===== src/hdl/swsm_pkg.sv =====
// ----------------------------------------------------------------------------
// swsm_pkg
// Shared sizes, types and constant tables of the sliding window slot map.
// ----------------------------------------------------------------------------
package swsm_pkg;

  localparam int WINDOW  = 4;
  localparam int CELLS   = WINDOW * WINDOW;
  localparam int POS_W   = (WINDOW > 1) ? $clog2(WINDOW) : 1;
  localparam int IDX_W   = (CELLS > 1) ? $clog2(CELLS) : 1;
  localparam int ENT_W   = $clog2(WINDOW + 1);
  localparam int DIST_W  = (WINDOW > 1) ? $clog2(2 * WINDOW - 1) : 1;
  localparam int COORD_W = 16;
  localparam int SLOT_W  = 3;
  localparam int OFF_W   = COORD_W + 2;
  localparam int AREA_W  = 2 * ENT_W;

  localparam logic [ENT_W-1:0] EMPTY = ENT_W'(WINDOW);

  function automatic int isqrt_c(int n);
    int h;
    h = 1;
    while ((h + 1) * (h + 1) <= n) h++;
    return h;
  endfunction

  localparam int INIT_H = isqrt_c(WINDOW);
  localparam int INIT_D = WINDOW / INIT_H;

  typedef logic [CELLS-1:0][ENT_W-1:0] init_tab_t;

  function automatic init_tab_t init_tab_c();
    init_tab_t t;
    for (int k = 0; k < CELLS; k++) t[k] = EMPTY;
    for (int j = 0; j < INIT_H; j++) begin
      for (int i = 0; i < INIT_D; i++) begin
        t[j * WINDOW + i] = ENT_W'(j * INIT_D + i);
      end
    end
    return t;
  endfunction

  localparam init_tab_t INIT_TAB = init_tab_c();

  function automatic logic [IDX_W-1:0] cell_idx(logic [POS_W-1:0] x, logic [POS_W-1:0] y);
    return IDX_W'(IDX_W'(y) * IDX_W'(WINDOW) + IDX_W'(x));
  endfunction

  function automatic logic [ENT_W-1:0] overlap_1d(logic [COORD_W-1:0] a,
                                                  logic [COORD_W-1:0] b);
    logic [COORD_W:0] lo;
    logic [COORD_W:0] hi;
    lo = (a > b) ? {1'b0, a} : {1'b0, b};
    hi = ((a < b) ? {1'b0, a} : {1'b0, b}) + (COORD_W + 1)'(WINDOW - 1);
    return (hi >= lo) ? ENT_W'(hi - lo + 1'b1) : '0;
  endfunction

  typedef struct packed {
    logic             en;
    logic             bank;
    logic [IDX_W-1:0] idx;
  } tbl_rd_t;

  typedef struct packed {
    logic             en;
    logic             bank;
    logic [IDX_W-1:0] idx;
    logic [ENT_W-1:0] val;
  } tbl_wr_t;

  typedef struct packed {
    logic             free_ok;
    logic [ENT_W-1:0] free_slot;
    logic             far_ok;
    logic [POS_W-1:0] far_x;
    logic [POS_W-1:0] far_y;
    logic [ENT_W-1:0] far_slot;
    logic [ENT_W-1:0] tgt_slot;
  } scan_res_t;

endpackage


===== src/hdl/sliding_window_slot_map.sv =====
// ----------------------------------------------------------------------------
// sliding_window_slot_map
// Maps block coordinates of a sliding window to physical slots; looks up
// blocks and places loaded blocks, moving the window when needed.
//
//   channel  signals                                   direction
//   in       in_valid_i/in_ready_o, kind, block_x/y    into the block
//   out      out_valid_o/out_ready_i, slot, loaded,    out of the block
//            origin_x/y
//
// One item at a time. A lookup outside the window answers empty with no table
// read; one inside reads its entry. A load sweeps the table; outside the window
// it first moves the window, copying kept entries to the fresh bank. A sweep
// reads all CELLS (16) entries on the single read port, one entry per cycle.
// Reset needs no clearing pass: per-entry flags restore the start pattern.
// A result waits in the output register; the next item is taken meanwhile,
// and its result holds until the output register drains.
// ----------------------------------------------------------------------------
module sliding_window_slot_map import swsm_pkg::*; (
  input  logic               clk_i,
  input  logic               rst_ni,
  input  logic               in_valid_i,
  output logic               in_ready_o,
  input  logic               kind_i,
  input  logic [COORD_W-1:0] block_x_i,
  input  logic [COORD_W-1:0] block_y_i,
  output logic               out_valid_o,
  input  logic               out_ready_i,
  output logic [SLOT_W-1:0]  slot_o,
  output logic               loaded_o,
  output logic [COORD_W-1:0] origin_x_o,
  output logic [COORD_W-1:0] origin_y_o
);

  localparam logic [3:0] S_IDLE     = 4'd0;
  localparam logic [3:0] S_LK_RD    = 4'd1;
  localparam logic [3:0] S_LK_DATA  = 4'd2;
  localparam logic [3:0] S_SCAN     = 4'd3;
  localparam logic [3:0] S_SCAN_END = 4'd4;
  localparam logic [3:0] S_DECIDE   = 4'd5;
  localparam logic [3:0] S_STEAL    = 4'd6;
  localparam logic [3:0] S_CAND     = 4'd7;
  localparam logic [3:0] S_ORIGIN   = 4'd8;
  localparam logic [3:0] S_MOVE     = 4'd9;
  localparam logic [3:0] S_MOVE_END = 4'd10;
  localparam logic [3:0] S_PLACE    = 4'd11;
  localparam logic [3:0] S_DONE     = 4'd12;

  localparam logic [POS_W-1:0] LAST_POS = POS_W'(WINDOW - 1);

  logic [3:0]                state_q, state_d;
  logic [COORD_W-1:0]        bx_q, bx_d, by_q, by_d;
  logic [POS_W-1:0]          tx_q, tx_d, ty_q, ty_d;
  logic [COORD_W-1:0]        wl_q, wl_d, wt_q, wt_d;
  logic [COORD_W-1:0]        nl_q, nl_d, nt_q, nt_d;
  logic [AREA_W-1:0]         best_area_q, best_area_d;
  logic [1:0]                cand_q, cand_d;
  logic signed [OFF_W-1:0]   offx_q, offx_d, offy_q, offy_d;
  logic                      bank_q, bank_d;
  logic [POS_W-1:0]          ci_q, ci_d, cj_q, cj_d;
  logic                      rd_live_q, rd_live_d;
  logic [POS_W-1:0]          rd_i_q, rd_i_d, rd_j_q, rd_j_d;
  logic [ENT_W-1:0]          freed_q, freed_d;
  logic [ENT_W-1:0]          res_q, res_d;
  logic                      out_valid_q, out_valid_d;
  logic [SLOT_W-1:0]         slot_q, slot_d;
  logic                      loaded_q, loaded_d;
  logic [COORD_W-1:0]        ox_q, ox_d, oy_q, oy_d;

  tbl_rd_t                   rd;
  tbl_wr_t                   wr;
  logic                      tbl_clr;
  logic [ENT_W-1:0]          rd_data;
  logic                      scan_clr;
  logic                      scan_take;
  scan_res_t                 sres;

  logic                      accept;
  logic                      inwin;
  logic [COORD_W-1:0]        sx, sy, cx, cy;
  logic [AREA_W-1:0]         area;
  logic signed [OFF_W-1:0]   ni, nj;
  logic                      keep;

  swsm_table u_table (
    .clk_i      (clk_i),
    .rst_ni     (rst_ni),
    .rd_i       (rd),
    .rd_data_o  (rd_data),
    .wr_i       (wr),
    .clr_i      (tbl_clr),
    .clr_bank_i (~bank_q)
  );

  swsm_scan u_scan (
    .clk_i   (clk_i),
    .rst_ni  (rst_ni),
    .clear_i (scan_clr),
    .take_i  (scan_take),
    .pos_x_i (rd_i_q),
    .pos_y_i (rd_j_q),
    .val_i   (rd_data),
    .tgt_x_i (tx_q),
    .tgt_y_i (ty_q),
    .res_o   (sres)
  );

  assign accept = in_valid_i && in_ready_o;
  assign inwin  = (block_x_i >= wl_q) &&
                  ({1'b0, block_x_i} < {1'b0, wl_q} + (COORD_W + 1)'(WINDOW)) &&
                  (block_y_i >= wt_q) &&
                  ({1'b0, block_y_i} < {1'b0, wt_q} + (COORD_W + 1)'(WINDOW));

  assign sx   = (bx_q >= COORD_W'(WINDOW - 1)) ? bx_q - COORD_W'(WINDOW - 1) : '0;
  assign sy   = (by_q >= COORD_W'(WINDOW - 1)) ? by_q - COORD_W'(WINDOW - 1) : '0;
  assign cx   = cand_q[0] ? bx_q : sx;
  assign cy   = cand_q[1] ? by_q : sy;
  assign area = AREA_W'(overlap_1d(wl_q, cx)) * AREA_W'(overlap_1d(wt_q, cy));

  assign ni   = $signed({{(OFF_W - POS_W){1'b0}}, rd_i_q}) + offx_q;
  assign nj   = $signed({{(OFF_W - POS_W){1'b0}}, rd_j_q}) + offy_q;
  assign keep = !ni[OFF_W-1] && (ni < $signed(OFF_W'(WINDOW))) &&
                !nj[OFF_W-1] && (nj < $signed(OFF_W'(WINDOW)));

  assign scan_take  = rd_live_q && (state_q == S_SCAN || state_q == S_SCAN_END);
  assign in_ready_o = (state_q == S_IDLE);

  always_comb begin
    state_d     = state_q;
    bx_d        = bx_q;
    by_d        = by_q;
    tx_d        = tx_q;
    ty_d        = ty_q;
    wl_d        = wl_q;
    wt_d        = wt_q;
    nl_d        = nl_q;
    nt_d        = nt_q;
    best_area_d = best_area_q;
    cand_d      = cand_q;
    offx_d      = offx_q;
    offy_d      = offy_q;
    bank_d      = bank_q;
    ci_d        = ci_q;
    cj_d        = cj_q;
    rd_live_d   = 1'b0;
    rd_i_d      = rd_i_q;
    rd_j_d      = rd_j_q;
    freed_d     = freed_q;
    res_d       = res_q;
    out_valid_d = out_valid_q && !out_ready_i;
    slot_d      = slot_q;
    loaded_d    = loaded_q;
    ox_d        = ox_q;
    oy_d        = oy_q;
    rd          = '0;
    wr          = '0;
    tbl_clr     = 1'b0;
    scan_clr    = 1'b0;

    // advance the sweep over the active bank
    if (state_q == S_SCAN || state_q == S_MOVE) begin
      rd.en     = 1'b1;
      rd.bank   = bank_q;
      rd.idx    = cell_idx(ci_q, cj_q);
      rd_live_d = 1'b1;
      rd_i_d    = ci_q;
      rd_j_d    = cj_q;
      if (ci_q == LAST_POS) begin
        ci_d = '0;
        cj_d = cj_q + 1'b1;
      end else begin
        ci_d = ci_q + 1'b1;
      end
    end

    // copy kept entries into the fresh bank, remember the last one dropped
    if (rd_live_q && (state_q == S_MOVE || state_q == S_MOVE_END)) begin
      if (keep) begin
        wr.en   = 1'b1;
        wr.bank = ~bank_q;
        wr.idx  = cell_idx(POS_W'(ni), POS_W'(nj));
        wr.val  = rd_data;
      end else if (rd_data != EMPTY) begin
        freed_d = rd_data;
      end
    end

    unique case (state_q)
      S_IDLE: begin
        if (accept) begin
          bx_d = block_x_i;
          by_d = block_y_i;
          tx_d = POS_W'(block_x_i - wl_q);
          ty_d = POS_W'(block_y_i - wt_q);
          ci_d = '0;
          cj_d = '0;
          if (!inwin) begin
            if (kind_i) begin
              cand_d  = '0;
              state_d = S_CAND;
            end else begin
              res_d   = EMPTY;
              state_d = S_DONE;
            end
          end else if (kind_i) begin
            scan_clr = 1'b1;
            state_d  = S_SCAN;
          end else begin
            state_d = S_LK_RD;
          end
        end
      end
      S_LK_RD: begin
        rd.en   = 1'b1;
        rd.bank = bank_q;
        rd.idx  = cell_idx(tx_q, ty_q);
        state_d = S_LK_DATA;
      end
      S_LK_DATA: begin
        res_d   = rd_data;
        state_d = S_DONE;
      end
      S_SCAN: begin
        if (ci_q == LAST_POS && cj_q == LAST_POS) begin
          state_d = S_SCAN_END;
        end
      end
      S_SCAN_END: begin
        state_d = S_DECIDE;
      end
      S_DECIDE: begin
        wr.bank = bank_q;
        wr.idx  = cell_idx(tx_q, ty_q);
        if (sres.free_ok) begin
          wr.en   = 1'b1;
          wr.val  = sres.free_slot;
          res_d   = sres.free_slot;
          state_d = S_DONE;
        end else if (sres.far_ok) begin
          wr.en   = 1'b1;
          wr.val  = sres.far_slot;
          res_d   = sres.far_slot;
          state_d = S_STEAL;
        end else begin
          res_d   = sres.tgt_slot;
          state_d = S_DONE;
        end
      end
      S_STEAL: begin
        wr.en   = 1'b1;
        wr.bank = bank_q;
        wr.idx  = cell_idx(sres.far_x, sres.far_y);
        wr.val  = EMPTY;
        state_d = S_DONE;
      end
      S_CAND: begin
        if (cand_q == 2'd0 || area > best_area_q) begin
          best_area_d = area;
          nl_d        = cx;
          nt_d        = cy;
        end
        cand_d = cand_q + 1'b1;
        if (cand_q == 2'd3) begin
          state_d = S_ORIGIN;
        end
      end
      S_ORIGIN: begin
        offx_d  = $signed({2'b00, wl_q}) - $signed({2'b00, nl_q});
        offy_d  = $signed({2'b00, wt_q}) - $signed({2'b00, nt_q});
        wl_d    = nl_q;
        wt_d    = nt_q;
        tx_d    = POS_W'(bx_q - nl_q);
        ty_d    = POS_W'(by_q - nt_q);
        freed_d = EMPTY;
        tbl_clr = 1'b1;
        ci_d    = '0;
        cj_d    = '0;
        state_d = S_MOVE;
      end
      S_MOVE: begin
        if (ci_q == LAST_POS && cj_q == LAST_POS) begin
          state_d = S_MOVE_END;
        end
      end
      S_MOVE_END: begin
        bank_d  = ~bank_q;
        state_d = S_PLACE;
      end
      S_PLACE: begin
        if (freed_q != EMPTY) begin
          wr.en   = 1'b1;
          wr.bank = bank_q;
          wr.idx  = cell_idx(tx_q, ty_q);
          wr.val  = freed_q;
          res_d   = freed_q;
          state_d = S_DONE;
        end else begin
          scan_clr = 1'b1;
          ci_d     = '0;
          cj_d     = '0;
          state_d  = S_SCAN;
        end
      end
      S_DONE: begin
        if (!out_valid_q || out_ready_i) begin
          out_valid_d = 1'b1;
          slot_d      = SLOT_W'(res_q);
          loaded_d    = (res_q != EMPTY);
          ox_d        = wl_q;
          oy_d        = wt_q;
          state_d     = S_IDLE;
        end
      end
      default: begin
        state_d = S_IDLE;
      end
    endcase
  end

  always_ff @(posedge clk_i or negedge rst_ni) begin
    if (!rst_ni) begin
      state_q     <= S_IDLE;
      wl_q        <= '0;
      wt_q        <= '0;
      bank_q      <= 1'b0;
      rd_live_q   <= 1'b0;
      out_valid_q <= 1'b0;
      cand_q      <= '0;
      ci_q        <= '0;
      cj_q        <= '0;
    end else begin
      state_q     <= state_d;
      wl_q        <= wl_d;
      wt_q        <= wt_d;
      bank_q      <= bank_d;
      rd_live_q   <= rd_live_d;
      out_valid_q <= out_valid_d;
      cand_q      <= cand_d;
      ci_q        <= ci_d;
      cj_q        <= cj_d;
    end
  end

  always_ff @(posedge clk_i) begin
    bx_q        <= bx_d;
    by_q        <= by_d;
    tx_q        <= tx_d;
    ty_q        <= ty_d;
    nl_q        <= nl_d;
    nt_q        <= nt_d;
    best_area_q <= best_area_d;
    offx_q      <= offx_d;
    offy_q      <= offy_d;
    rd_i_q      <= rd_i_d;
    rd_j_q      <= rd_j_d;
    freed_q     <= freed_d;
    res_q       <= res_d;
    slot_q      <= slot_d;
    loaded_q    <= loaded_d;
    ox_q        <= ox_d;
    oy_q        <= oy_d;
  end

  assign out_valid_o = out_valid_q;
  assign slot_o      = slot_q;
  assign loaded_o    = loaded_q;
  assign origin_x_o  = ox_q;
  assign origin_y_o  = oy_q;

endmodule


===== src/hdl/swsm_table.sv =====
// ----------------------------------------------------------------------------
// swsm_table
// Two-bank slot table memory, one read and one write port, registered read.
// Per-entry written flags let a bank read as its reset pattern or as empty.
// ----------------------------------------------------------------------------
module swsm_table import swsm_pkg::*; (
  input  logic             clk_i,
  input  logic             rst_ni,
  input  tbl_rd_t          rd_i,
  output logic [ENT_W-1:0] rd_data_o,
  input  tbl_wr_t          wr_i,
  input  logic             clr_i,
  input  logic             clr_bank_i
);

  logic [ENT_W-1:0]            mem_q [2**(IDX_W+1)];
  logic [1:0][CELLS-1:0]       written_q;
  logic [1:0]                  fill_q;
  logic                        hit_q;
  logic [ENT_W-1:0]            raw_q;
  logic [ENT_W-1:0]            sub_q;

  always_ff @(posedge clk_i) begin
    if (wr_i.en) begin
      mem_q[{wr_i.bank, wr_i.idx}] <= wr_i.val;
    end
    if (rd_i.en) begin
      raw_q <= mem_q[{rd_i.bank, rd_i.idx}];
      sub_q <= fill_q[rd_i.bank] ? INIT_TAB[rd_i.idx] : EMPTY;
    end
  end

  always_ff @(posedge clk_i or negedge rst_ni) begin
    if (!rst_ni) begin
      written_q <= '0;
      fill_q    <= 2'b01;
      hit_q     <= 1'b0;
    end else begin
      if (clr_i) begin
        written_q[clr_bank_i] <= '0;
        fill_q[clr_bank_i]    <= 1'b0;
      end
      if (wr_i.en) begin
        written_q[wr_i.bank][wr_i.idx] <= 1'b1;
      end
      if (rd_i.en) begin
        hit_q <= written_q[rd_i.bank][rd_i.idx];
      end
    end
  end

  assign rd_data_o = hit_q ? raw_q : sub_q;

endmodule


===== src/hdl/swsm_scan.sv =====
// ----------------------------------------------------------------------------
// swsm_scan
// Accumulates one sweep of the table: slots in use, the furthest occupied
// entry from the target and the target's own entry.
// ----------------------------------------------------------------------------
module swsm_scan import swsm_pkg::*; (
  input  logic             clk_i,
  input  logic             rst_ni,
  input  logic             clear_i,
  input  logic             take_i,
  input  logic [POS_W-1:0] pos_x_i,
  input  logic [POS_W-1:0] pos_y_i,
  input  logic [ENT_W-1:0] val_i,
  input  logic [POS_W-1:0] tgt_x_i,
  input  logic [POS_W-1:0] tgt_y_i,
  output scan_res_t        res_o
);

  logic [WINDOW-1:0] used_q;
  logic              found_q;
  logic [DIST_W-1:0] best_d_q;
  logic [POS_W-1:0]  far_x_q;
  logic [POS_W-1:0]  far_y_q;
  logic [ENT_W-1:0]  far_slot_q;
  logic [ENT_W-1:0]  tgt_q;
  logic [POS_W-1:0]  dx;
  logic [POS_W-1:0]  dy;
  logic [DIST_W-1:0] dist_sum;

  assign dx       = (pos_x_i > tgt_x_i) ? pos_x_i - tgt_x_i : tgt_x_i - pos_x_i;
  assign dy       = (pos_y_i > tgt_y_i) ? pos_y_i - tgt_y_i : tgt_y_i - pos_y_i;
  assign dist_sum = DIST_W'(dx) + DIST_W'(dy);

  always_ff @(posedge clk_i or negedge rst_ni) begin
    if (!rst_ni) begin
      used_q   <= '0;
      found_q  <= 1'b0;
      best_d_q <= '0;
    end else if (clear_i) begin
      used_q   <= '0;
      found_q  <= 1'b0;
      best_d_q <= '0;
    end else if (take_i) begin
      if (val_i < EMPTY) begin
        used_q[POS_W'(val_i)] <= 1'b1;
        if (dist_sum > best_d_q) begin
          found_q  <= 1'b1;
          best_d_q <= dist_sum;
        end
      end
    end
  end

  always_ff @(posedge clk_i) begin
    if (take_i) begin
      if (pos_x_i == tgt_x_i && pos_y_i == tgt_y_i) begin
        tgt_q <= val_i;
      end
      if (val_i < EMPTY && dist_sum > best_d_q) begin
        far_x_q    <= pos_x_i;
        far_y_q    <= pos_y_i;
        far_slot_q <= val_i;
      end
    end
  end

  always_comb begin
    res_o           = '0;
    res_o.far_ok    = found_q;
    res_o.far_x     = far_x_q;
    res_o.far_y     = far_y_q;
    res_o.far_slot  = far_slot_q;
    res_o.tgt_slot  = tgt_q;
    res_o.free_slot = EMPTY;
    for (int k = WINDOW - 1; k >= 0; k--) begin
      if (!used_q[k]) begin
        res_o.free_ok   = 1'b1;
        res_o.free_slot = ENT_W'(k);
      end
    end
  end

endmodule


===== config.mk =====
export PLATFORM = sky130hd
export DESIGN_NAME = sliding_window_slot_map
export DESIGN_NICKNAME = d
export VERILOG_FILES = /design/src/hdl/swsm_pkg.sv /design/src/hdl/sliding_window_slot_map.sv /design/src/hdl/swsm_table.sv /design/src/hdl/swsm_scan.sv
export SDC_FILE = /design/constraint.sdc
export NUM_CORES = 1
export LEC_CHECK = 0
export ABC_AREA = 1
export BUFFER_PORTS_ARGS = -buffer_cell sky130_fd_sc_hd__clkbuf_2
export CORE_ASPECT_RATIO = 1.4
export CORE_MARGIN = 1.5
export CORE_UTILIZATION = 35
export DETAILED_ROUTE_END_ITERATION = 12
export MAX_ROUTING_LAYER = met4
export SYNTH_ARGS = -nofsm -noshare
export SYNTH_HDL_FRONTEND = slang
export SYNTH_SLANG_ARGS = --single-unit
export TNS_END_PERCENT = 100

===== constraint.sdc =====
create_clock -name clk_i -period 16.9 [get_ports clk_i]
set_input_delay 0.845 -clock clk_i [delete_from_list [all_inputs] [get_ports clk_i]]
set_output_delay 0.845 -clock clk_i [all_outputs]
set_load 0.005 [all_outputs]

Word-level counts from Yosys, hierarchy flattened
Memory sizes are Yosys's and may differ from the RTL's. A register that Yosys moved wholly into a read port is not among the register bits.
Cells that the tools add are included.

word-level totals
  flip-flop bits (word level) = 254
  word-level logic and storage cells = 288
  bits of input ports = 37
  memory bits (read-only) = 48
  RAM bits = 96
  output and inout port bits = 38
  memories = 2

operators by class
  add/subtract/negate cells = 30
  bitwise operators = 8
  $mul = 1
  reductions and logical operators = 48
  muxes and demuxes = 104
  eq/ne operators = 29
  $lt $le $gt $ge = 29

memory list
  memory            words  width  read ports  clocked after memory_dff  wr ports  line              source
  u_table.mem_q     32     3      1           1                         1         swsm_table.sv:16  logic [ENT_W-1:0] mem_q [2**(IDX_W+1)];
  (name not given)  16     3      1           1                         0         swsm_table.sv:29  sub_q <= fill_q[rd_i.bank] ? INIT_TAB[rd_i.idx] : EMPTY;

operators with widths
  kind                     number
  $mux W16                 12
  $mux W4                  17
  $mux W32                 2
  $pmux W4 S12             1
  $mux W3                  15
  $add A3 B18 Y18          2
  $lt A18 B4 Y1 const B    2
  $add A16 B2 Y17 const B  2
  $add A16 B3 Y17 const B  2
  $ge A17 B16 Y1           2
  $lt A16 B17 Y1           2
  $sub A16 B16 Y17         2
  $and A32 B32 Y32         1
  $demux W16 S1            2
  $ge A16 B16 Y1           2
  $ge A16 B2 Y1 const B    2
  $gt A16 B16 Y1           2
  $lt A16 B16 Y1           2
  $mux W2                  16
  $not A32 Y32             1
  $or A32 B32 Y32          1
  $sub A16 B2 Y16 const B  2
  $mux W9                  3
  $pmux W9 S3              1
  other kinds (52)         153

Longest topological paths before layout
Gate-level depths: netlist of the first run.

  word-level depth = 18
  depth in mapped cells = 51
  depth with buffers taken out = 49

Hierarchy
From an unflattened synthesis of the first run, not the netlist that was laid out.

second synthesis, totals
  cells, all modules = 2,643
  area, all modules = 23,034.6 um^2

by module, submodules not included
  module                   seq. area each (um^2)  times used  area each (um^2)  cells an instance
  sliding_window_slot_map  5,720.5                1           16,123.0          1,966
  swsm_table               3,940.0                1           5,870.6           573
  swsm_scan                500.5                  1           1,041.0           104

Least setup slack after synthesis of the first run
OpenSTA, ideal clock, no wires.

  path kind = flip-flop to flip-flop
  start point = register bx_q[2]
  end point = register best_area_q[0] (enable)
  library setup time = 0.446 ns
  cell stages (with the launch flop) = 48
  arrival time = 8.782 ns
  period minus slack after synthesis = 9.228 ns
  setup slack = 7.672 ns
  cells stage by stage = edfxtp_1 > nor2_4 > nand3_1 > nor4_1 > nand2_1 > nor2_1 > nor2_1 > nor3_1 > inv_1 > ha_1 > a21oi_1 > o21a_1 > o221ai_1 > a21oi_1 > nand2_4 > buf_6 > nand2_1 > o21ai_0 > [... 12 more ...] > nand2_1 > nand2_1 > a21oi_1 > nand3_2 > nand2_2 > inv_2 > nand2_1 > fa_1 > inv_1 > ha_1 > fa_1 > ha_1 > inv_1 > nor2_1 > o21a_1 > o21a_1 > o22ai_1 > a21oi_1

between the ends
  cells in the longest elaborated chain, start to end = 13
  elaborated cells between the ends (all ways) = 17
  classes of those cells = add/sub (4); mul (1); order compare (5); mux (5); reduce/logical (2)

RTL lines
  element                                           line                            source
  from (decl)                                       sliding_window_slot_map.sv:52   logic [COORD_W-1:0] bx_q, bx_d, by_q, by_d;
  from (signal assigned)                            sliding_window_slot_map.sv:345  bx_q <= bx_d;
  $sub A16 B2 Y16 or $ge A16 B2 Y1 (tied branches)  sliding_window_slot_map.sv:114  assign sx = (bx_q >= COORD_W'(WINDOW - 1)) ? bx_q - COORD_W'(WINDOW - 1) : '0;
  $mux W16 *                                        sliding_window_slot_map.sv:114
  $mux W16 *                                        sliding_window_slot_map.sv:116  assign cx = cand_q[0] ? bx_q : sx;
  via cx[11]                                        sliding_window_slot_map.sv:80   logic [COORD_W-1:0] sx, sy, cx, cy;
  $lt A16 B16 Y1                                    swsm_pkg.sv:54                  hi = ((a < b) ? {1'b0, a} : {1'b0, b}) + (COORD_W + 1)'(WINDOW - 1);
  $mux W16                                          swsm_pkg.sv:54
  $add A16 B2 Y17                                   swsm_pkg.sv:54
  $sub A3 B3 Y3                                     swsm_pkg.sv:55                  return (hi >= lo) ? ENT_W'(hi - lo + 1'b1) : '0;
  $add A3 B1 Y3                                     swsm_pkg.sv:55
  $mux W3 *                                         swsm_pkg.sv:55
  $mul A3 B3 Y6 *                                   sliding_window_slot_map.sv:118  assign area = AREA_W'(overlap_1d(wl_q, cx)) * AREA_W'(overlap_1d(wt_q, cy));
  via area[3]                                       sliding_window_slot_map.sv:81   logic [AREA_W-1:0] area;
  $gt A6 B6 Y1 *                                    sliding_window_slot_map.sv:257  if (cand_q == 2'd0 || area > best_area_q) begin
  $logic_or A1 B1 Y1 *                              sliding_window_slot_map.sv:257
  $reduce_and A2 Y1 (no line) *                     n/a
  to (signal assigned)                              sliding_window_slot_map.sv:351  best_area_q <= best_area_d;
  to (decl)                                         sliding_window_slot_map.sv:56   logic [AREA_W-1:0] best_area_q, best_area_d;

Mark *: on every way through the listed nets, which the timed path passes. The rest lies on a longest branch.
A chain may end at the register's enable or synchronous reset.

Worst setup path after layout of the first run
  start point = register bx_q[2]
  end point = register nt_q[10] (enable)

between the ends
  cells in the longest elaborated chain, start to end = 13
  elaborated cells between the ends (all ways) = 17
  classes of those cells = add/sub (4); mul (1); order compare (5); mux (5); reduce/logical (2)

RTL lines
  element                                           line                            source
  $sub A16 B2 Y16 or $ge A16 B2 Y1 (tied branches)  sliding_window_slot_map.sv:114
  $mux W16 *                                        sliding_window_slot_map.sv:114
  $mux W16 *                                        sliding_window_slot_map.sv:116
  via cx[11]                                        sliding_window_slot_map.sv:80
  $lt A16 B16 Y1                                    swsm_pkg.sv:54
  $mux W16                                          swsm_pkg.sv:54
  $add A16 B2 Y17                                   swsm_pkg.sv:54
  $sub A3 B3 Y3                                     swsm_pkg.sv:55
  $add A3 B1 Y3                                     swsm_pkg.sv:55
  $mux W3 *                                         swsm_pkg.sv:55
  $mul A3 B3 Y6 *                                   sliding_window_slot_map.sv:118
  via area[3]                                       sliding_window_slot_map.sv:81
  $gt A6 B6 Y1 *                                    sliding_window_slot_map.sv:257
  $logic_or A1 B1 Y1 *                              sliding_window_slot_map.sv:257
  $reduce_and A2 Y1 (no line) *                     n/a
  to (signal assigned)                              sliding_window_slot_map.sv:350  nt_q <= nt_d;
  to (decl)                                         sliding_window_slot_map.sv:55   logic [COORD_W-1:0] nl_q, nl_d, nt_q, nt_d;

Marked as above.

==> results of run 1 <==
## routing by layer
metal  vias up  wire length (µm)
li1       8925                 -
met1      8463             24470
met2       368             31280
met3       131              2382
met4         0              2475
met5         -                 0
## cell type report
class,count,area [µm²]
clock buffers,49,1033
multi-input cells,1808,10970
fillers,6565,38970
clock inverters,23,257.7
well taps,840,1051
inverters,389,1465
repair buffers,91,500.5
flip-flops and latches,354,10160
## synthesized netlist by cell type (all sizes together), types with 2 or more instances
| master | instances |
|---|---|
| a211oi | 10 |
| a21o | 2 |
| a21oi | 156 |
| a22oi | 13 |
| a311oi | 2 |
| a31oi | 15 |
| and2 | 2 |
| buf | 15 |
| clkbuf | 32 |
| dfrtp | 87 |
| dfxtp | 3 |
| edfxtp | 263 |
| fa | 11 |
| ha | 196 |
| inv | 389 |
| mux2i | 17 |
| nand2 | 559 |
| nand3 | 83 |
| nand3b | 5 |
| nand4 | 39 |
| nor2 | 245 |
| nor3 | 41 |
| nor3b | 8 |
| nor4 | 9 |
| o2111ai | 3 |
| o211ai | 14 |
| o21a | 9 |
| o21ai | 193 |
| o21bai | 2 |
| o221ai | 15 |
| o22ai | 15 |
| o311ai | 3 |
| o31ai | 5 |
| o32ai | 5 |
| or2 | 8 |
| xnor2 | 28 |
| xor2 | 92 |
## flip-flops by register name (all words and copies together), names as in the netlist, 4 cells and up
name / flops
nl_q: 16
state_q: 4
origin_y_o: 16
u_table.mem_q: 96
nt_q: 16
origin_x_o: 16
best_area_q: 6
bx_q: 16
offy_q: 17
wl_q: 16
u_table.written_q: 32
wt_q: 16
by_q: 16
offx_q: 17
u_scan.used_q: 4
## worst min path at each step
stage | start | end | slack, ps | cells past startpoint
finish | rst_ni | wl_q[11] | 210 | 1
global route | rst_ni | wl_q[11] | 220 | 1
CTS | rst_ni | wl_q[11] | 210 | 1
detailed placement | u_table.fill_q[0] | u_table.fill_q[0] | 450 | 2
global placement | u_table.fill_q[0] | u_table.fill_q[0] | 450 | 2
floorplan | res_q[2] | slot_o[2] | 430 | 0
## stage by stage
step / power, mW / instances / cell area, µm² / utilization (%)
6_report: 4.600 / 3554 / 25440 / 39.49
5_1_grt: 5.009 / 3554 / 25440 / 39.49
3_5_place_dp: 3.751 / 3482 / 24150 / 37.49
3_3_place_gp: 3.741 / 3482 / 24150 / 37.49
2_1_floorplan: 3.078 / 2598 / 22780 / -
4_1_cts: 4.632 / 3554 / 25440 / 39.49
## worst max-delay path, delay by kind of cell (launching register included)
kind,cells,cell delay (ps)
simple gates,18,2540
xor+xnor,1,140
flops,1,450
buf+inv,7,800
fa+ha+maj,7,2430
compound gates,13,2520
## cell families after synthesis
kind of cell / after synthesis / synth area share [%]
flip-flops: 354 / 44.60
buffers and inverters: 436 / 7.540
XOR/XNOR: 120 / 4.613
adder cells (fa/ha/maj): 207 / 11.73
AND/OR/NAND/NOR: 999 / 19.05
AO/OA/AOI/OAI: 465 / 11.72
multiplexers: 17 / 0.7469
## power groups by stage
stage	sequential, mW	clock [mW]	combinational (mW)
after floorplan	1.29	0	1.79
after global placement	1.38	0	2.36
after detailed placement	1.38	0	2.37
after CTS	1.36	0.886	2.39
after global routing	1.38	0.917	2.71
final	1.36	0.866	2.37
==> results.sh, run 1 <==
export IMPL_outcome="finished, final reports clean"
export IMPL_globalRouteTotalUtil_pct=18.83
export IMPL_dieArea_um2=66660
export IMPL_syn_inst=2598
export IMPL_layout_common_cells="534 x nand2_1, 380 x inv_1, 263 x edfxtp_1, 225 x nor2_1, 196 x ha_1"
export IMPL_dpl_hpwl_um=46490
export IMPL_use_met3_pct=2.265
export IMPL_postRouteWirelength_um=60610
export IMPL_synth_edf_count=263
export IMPL_clock_fmax_mhz=108.5
export IMPL_synth_top_area_share_pct=34.66
export IMPL_synth_seq_cells=354
export IMPL_drt_iter0_drc=1076
export IMPL_syn_num_nets=2842
export IMPL_busiest_layer="met2"
export IMPL_final_common_cell="nand2_1"
export IMPL_p_seq_share_pct=29.6
export IMPL_use_met2_pct=33.36
export IMPL_hold_ws_ps=207.5
export IMPL_clk_latency_ps=580
export IMPL_htreeDepth=2
export IMPL_crit_arrival_ps=9460
export IMPL_fin_crit_sh_pct=54.54
export IMPL_p_comb_share_pct=51.6
export IMPL_finalCriticalPeriod_ps=9217
export IMPL_clkPwrFrac_pct=18.8
export IMPL_cts_buffers=39
export IMPL_path_max_fanout=29
export IMPL_setup_tns_ps=0
export IMPL_io_buffer_count=74
export IMPL_setup_ws_ps=7683
export IMPL_vdd_ir_drop_max_mv=0.07422
export IMPL_crit_top_cell="nand2_1"
export IMPL_power_switching_mw=2.105
export IMPL_worst_setup_path_end_kind="flip-flop"
export IMPL_grt_pass1_vias=17805
export IMPL_slowest_delay_ps=560
export IMPL_path_class="reg2reg"
export IMPL_tightest_slew_ps=1120
export IMPL_area_delta_synth_final_pct=11.66
export IMPL_hold_viol=0
export IMPL_core_um2=64410
export IMPL_gp_congestion=0.9635
export IMPL_rsz0062_at_grt="false"
export IMPL_crit_end="nt_q[10]"
export IMPL_postRouteAntennaNets=0
export IMPL_sw_frac_of_total_pct=45.77
export IMPL_ios=75
export IMPL_synth_area_leaders="edfxtp_1 35%, ha_1 11%, dfrtp_1 9.6%"
export IMPL_slowest_stage="a21oi_4"
export IMPL_ff2ff_setup_slack_ps=7680
export IMPL_drc=0
export IMPL_leakage_nw=11.40
export IMPL_wire_per_inst_um=17.05
export IMPL_holdBufCountCts=0
export IMPL_cts_root_buf="clkbuf_16"
export IMPL_routed_via_count=17887
export IMPL_synth_top_area_cell="edfxtp_1"
export IMPL_r2r_start="bx_q[2]"
export IMPL_antennaDiodeCount=0
export IMPL_ctsResizeCount=0
export IMPL_crit_required_ps=17140
export IMPL_worstSetupStartpoint="bx_q[2]"
export IMPL_yosys_warnings=0
export IMPL_reg2reg_depth=46
export IMPL_clkTransAtPathRegs_ps=60
export IMPL_dpl_worst_slack_ps=7689
export IMPL_slew_violations=0
export IMPL_syn_mean_instance_area_um2=8.769
export IMPL_reg2reg_to="nt_q[10]"
export IMPL_cp_start_kind="flip-flop"
export IMPL_antenna_found_initial=0
export IMPL_row_count=110
export IMPL_nNetsFinal=2927
export IMPL_viasPerCell=5.033
export IMPL_synthDistinctLibCells=62
export IMPL_initial_core_util_pct=35.37
export IMPL_dieHeight_um=304.9
export IMPL_synthFlopType="edfxtp_1"
export IMPL_use_met1_pct=21.37
export IMPL_cts_tree="built"
export IMPL_cap_violations=0
export IMPL_cts_sinks=354
export IMPL_synth_seq_area_share_pct=44.60
export IMPL_intPower_mw=2.495
export IMPL_first_pass_iters=5
export IMPL_hold_class="in2async"
export IMPL_skew_ps=27.29
export IMPL_overflow=0
export IMPL_grt_pass1_wl_um=95380
export IMPL_maxSlewHeadroom_pct=25.18
export IMPL_grt_max_degree=64
export IMPL_synth_area_um2=22780
export IMPL_cts_max_path_buffers=3
export IMPL_drive_above_1_share_pct=9.027
export IMPL_setup_viol=0
export IMPL_post_cts_buffers=0
export IMPL_power_density_nw_per_um2=180.8
export IMPL_ys_async_sr_fraction_pct=24.86
export IMPL_die_w_um=218.6
Note: power is estimated with default switching activity, not from simulation.
==> run 2: changes to the inputs <==
ABC_AREA = 0   (was 1)
clock period = 9.6 ns   (was 16.9 ns; I/O delays follow)
==> results.sh, run 2 <==
export IMPL_grt_pass1_vias=18799
export IMPL_p_comb_share_pct=53.5
export IMPL_row_count=110
export IMPL_synthFlopType="edfxtp_1"
export IMPL_initial_core_util_pct=35.51
export IMPL_p_seq_share_pct=29.2
export IMPL_synth_adder_area_share_pct=11.78
export IMPL_yosys_warnings=0
export IMPL_antenna_found_initial=0
export IMPL_crit_top_cell="ha_1"
export IMPL_gp_congestion=0.9486
export IMPL_hold_viol=0
export IMPL_cts_root_buf="clkbuf_16"
export IMPL_path_class="reg2reg"
export IMPL_io_buffer_count=74
export IMPL_synth_seq_area_share_pct=44.42
export IMPL_worstSetupStartpoint="bx_q[0]"
export IMPL_clock_fmax_mhz=109.6
export IMPL_viasPerCell=5.459
export IMPL_skew_ps=30.42
export IMPL_worst_setup_path_end_kind="flip-flop"
export IMPL_synth_edf_count=263
export IMPL_setup_viol=0
export IMPL_fin_util_pct=41.02
export IMPL_slowest_delay_ps=540
export IMPL_synth_top_area_share_pct=34.52
export IMPL_ff2ff_setup_slack_ps=470
export IMPL_dp_cells=3314
export IMPL_ios=75
export IMPL_nNetsFinal=2762
export IMPL_overflow=0
export IMPL_clk_latency_ps=580
export IMPL_cts_tree="built"
export IMPL_synthMuxAreaShare_pct=2.144
export IMPL_antennaDiodeCount=0
export IMPL_synth_area_um2=22880
export IMPL_reg_largest_list="u_table.mem_q x96, u_table.written_q x32"
export IMPL_slew_violations=0
export IMPL_ys_async_sr_fraction_pct=24.86
export IMPL_multi_input_area_um2=11880
export IMPL_synth_seq_cells=354
export IMPL_synth_common_cells="263 x edfxtp_1, 261 x nand2_1, 216 x nor2_1"
export IMPL_setup_ws_ps=474.9
export IMPL_crit_end="best_area_q[3]"
export IMPL_postRouteAntennaNets=0
export IMPL_maxSlewHeadroom_pct=33.95
export IMPL_wire_per_inst_um=20.10
export IMPL_power_switching_mw=3.734
export IMPL_path_max_fanout=19
export IMPL_clkTransAtPathRegs_ps=60
export IMPL_synth_top_family_by_area="simple AND/OR/NAND/NOR gates"
export IMPL_drive_above_1_share_pct=13.34
export IMPL_synthDistinctLibCells=90
export IMPL_outcome="finished, final reports clean"
export IMPL_layout_common_cells="263 x edfxtp_1, 261 x nand2_1, 214 x nor2_1, 195 x ha_1, 157 x inv_1"
export IMPL_syn_mean_instance_area_um2=9.814
export IMPL_grt_max_degree=57
export IMPL_reg2reg_depth=41
export IMPL_dpl_worst_slack_ps=-61.41
export IMPL_finalCriticalPeriod_ps=9125
export IMPL_drt_iter0_drc=1066
export IMPL_synth_xor_area_share_pct=5.360
export IMPL_htreeDepth=2
export IMPL_reg2reg_to="best_area_q[3]"
export IMPL_first_pass_iters=5
export IMPL_drc=0
export IMPL_synthSimpleGateAreaFrac_pct=17.25
export IMPL_dpl_hpwl_um=51710
export IMPL_dieHeight_um=305.5
export IMPL_clkPwrFrac_pct=17.3
export IMPL_cts_max_path_buffers=3
export IMPL_syn_inst=2331
export IMPL_grt_pass1_wl_um=105100
export IMPL_regArea_um2=10160
export IMPL_tightest_slew_ps=977.9
export IMPL_fin_crit_sh_pct=95.05
export IMPL_syn_num_nets=2575
export IMPL_crit_arrival_ps=9460
export IMPL_sw_frac_of_total_pct=44.28
export IMPL_synth_top_area_cell="edfxtp_1"
export IMPL_fin_cells=3388
export IMPL_yosysMostFrequentCell="edfxtp_1"
export IMPL_leakage_nw=10.79
export IMPL_hold_class="in2reg"
export IMPL_power_density_nw_per_um2=319.1
export IMPL_dieArea_um2=66920
export IMPL_slowest_stage="fa_1"
export IMPL_cp_start_kind="flip-flop"
export IMPL_r2r_start="bx_q[0]"
export IMPL_fillers=6297
export IMPL_final_common_cell="edfxtp_1"
export IMPL_cts_buffers=38
export IMPL_area_delta_synth_final_pct=15.51
export IMPL_intPower_mw=4.698
export IMPL_rsz0062_at_grt="false"
export IMPL_globalRouteTotalUtil_pct=21.00
export IMPL_largest_reg_flops=96
export IMPL_cap_violations=0
export IMPL_regMostFlops="u_table.mem_q"
export IMPL_crit_required_ps=9930
export IMPL_cts_sinks=354
export IMPL_synth_area_leaders="edfxtp_1 35%, ha_1 11%, dfrtp_1 9.5%"
export IMPL_postRouteWirelength_um=68110
export IMPL_die_w_um=219.1
export IMPL_synth_compound_area_share_pct=15.06
export IMPL_vdd_ir_drop_max_mv=0.1969
export IMPL_routed_via_count=18495
export IMPL_core_um2=64410
-- run 2: kinds of logic after synthesis --
group / after synthesis
simple gates: 821
flops: 354
buf+inv: 236
xor+xnor: 140
compound gates: 524
fa+ha+maj: 209
mux: 47
-- run 2: cell type report --
class,instances,share of cell area (%)
clock buffer,44,3.722
sequential,354,38.46
tap,840,3.978
multi-input combinational,1742,44.96
clock inverter,26,0.8524
inverter,160,2.278
timing repair buffer,222,5.758
-- run 2: worst min path at each step --
| stage | startpoint | to | cells after the start |
|---|---|---|---|
| floorplan | rst_ni | bank_q | 0 |
| global placement | u_table.written_q[6] | u_table.written_q[6] | 2 |
| detailed placement | res_q[0] | slot_o[0] | 0 |
| CTS | block_y_i[0] | by_q[0] | 1 |
| global route | block_y_i[0] | by_q[0] | 1 |
| finish | block_y_i[0] | by_q[0] | 1 |
-- run 2: critical path: cells and delay by family (launching register included) --
family          cells  cell delay [ps]
mux                 1               90
simple gates       16             3260
fa+ha+maj           8             2610
compound gates     11             1910
xor+xnor            2              310
buf+inv             3              280
flops               1              420
-- run 2: timing repair --
item / 4_1_cts / 5_1_grt
endpoints found under the setup margin: 38 / 38
setup buffers: 0 / 2
gates resized for setup: 1 / 4
cloned: 1 / 0
pin swaps: 0 / 2
hold endpoints to repair: 36 / 0
hold buffers: 1 / 0
-- run 2: power groups by stage --
stage / registers [mW] / clock network (mW) / logic (mW)
after CTS: 2.46 / 1.49 / 4.49
after floorplan: 2.30 / 0 / 3.06
final: 2.46 / 1.46 / 4.51
after detailed placement: 2.48 / 0 / 4.46
after global placement: 2.48 / 0 / 4.36
after global routing: 2.50 / 1.54 / 5.01
-- run 2: routing by layer --
| layer | vias up | wire length, µm | track usage (%) |
|---|---|---|---|
| li1 | 8859 | - | - |
| met1 | 9014 | 26910 | 23.19 |
| met2 | 483 | 36000 | 38.39 |
| met3 | 139 | 2503 | 2.119 |
| met4 | 0 | 2689 | 8.076 |
| met5 | - | 0 | - |
-- run 2: per-stage QoR --
step                      hold WS (ps)  TNS [ps]  cell area (µm²)  power (mW)
final                            101.7         0            26420       8.432
after global placement           462.6         0            25140       6.843
after floorplan                  184.4         0            22880       5.367
after CTS                        68.71         0            26370       8.444
after detailed placement         462.2     -2215            25140       6.947
after global routing             88.52         0            26420       9.055
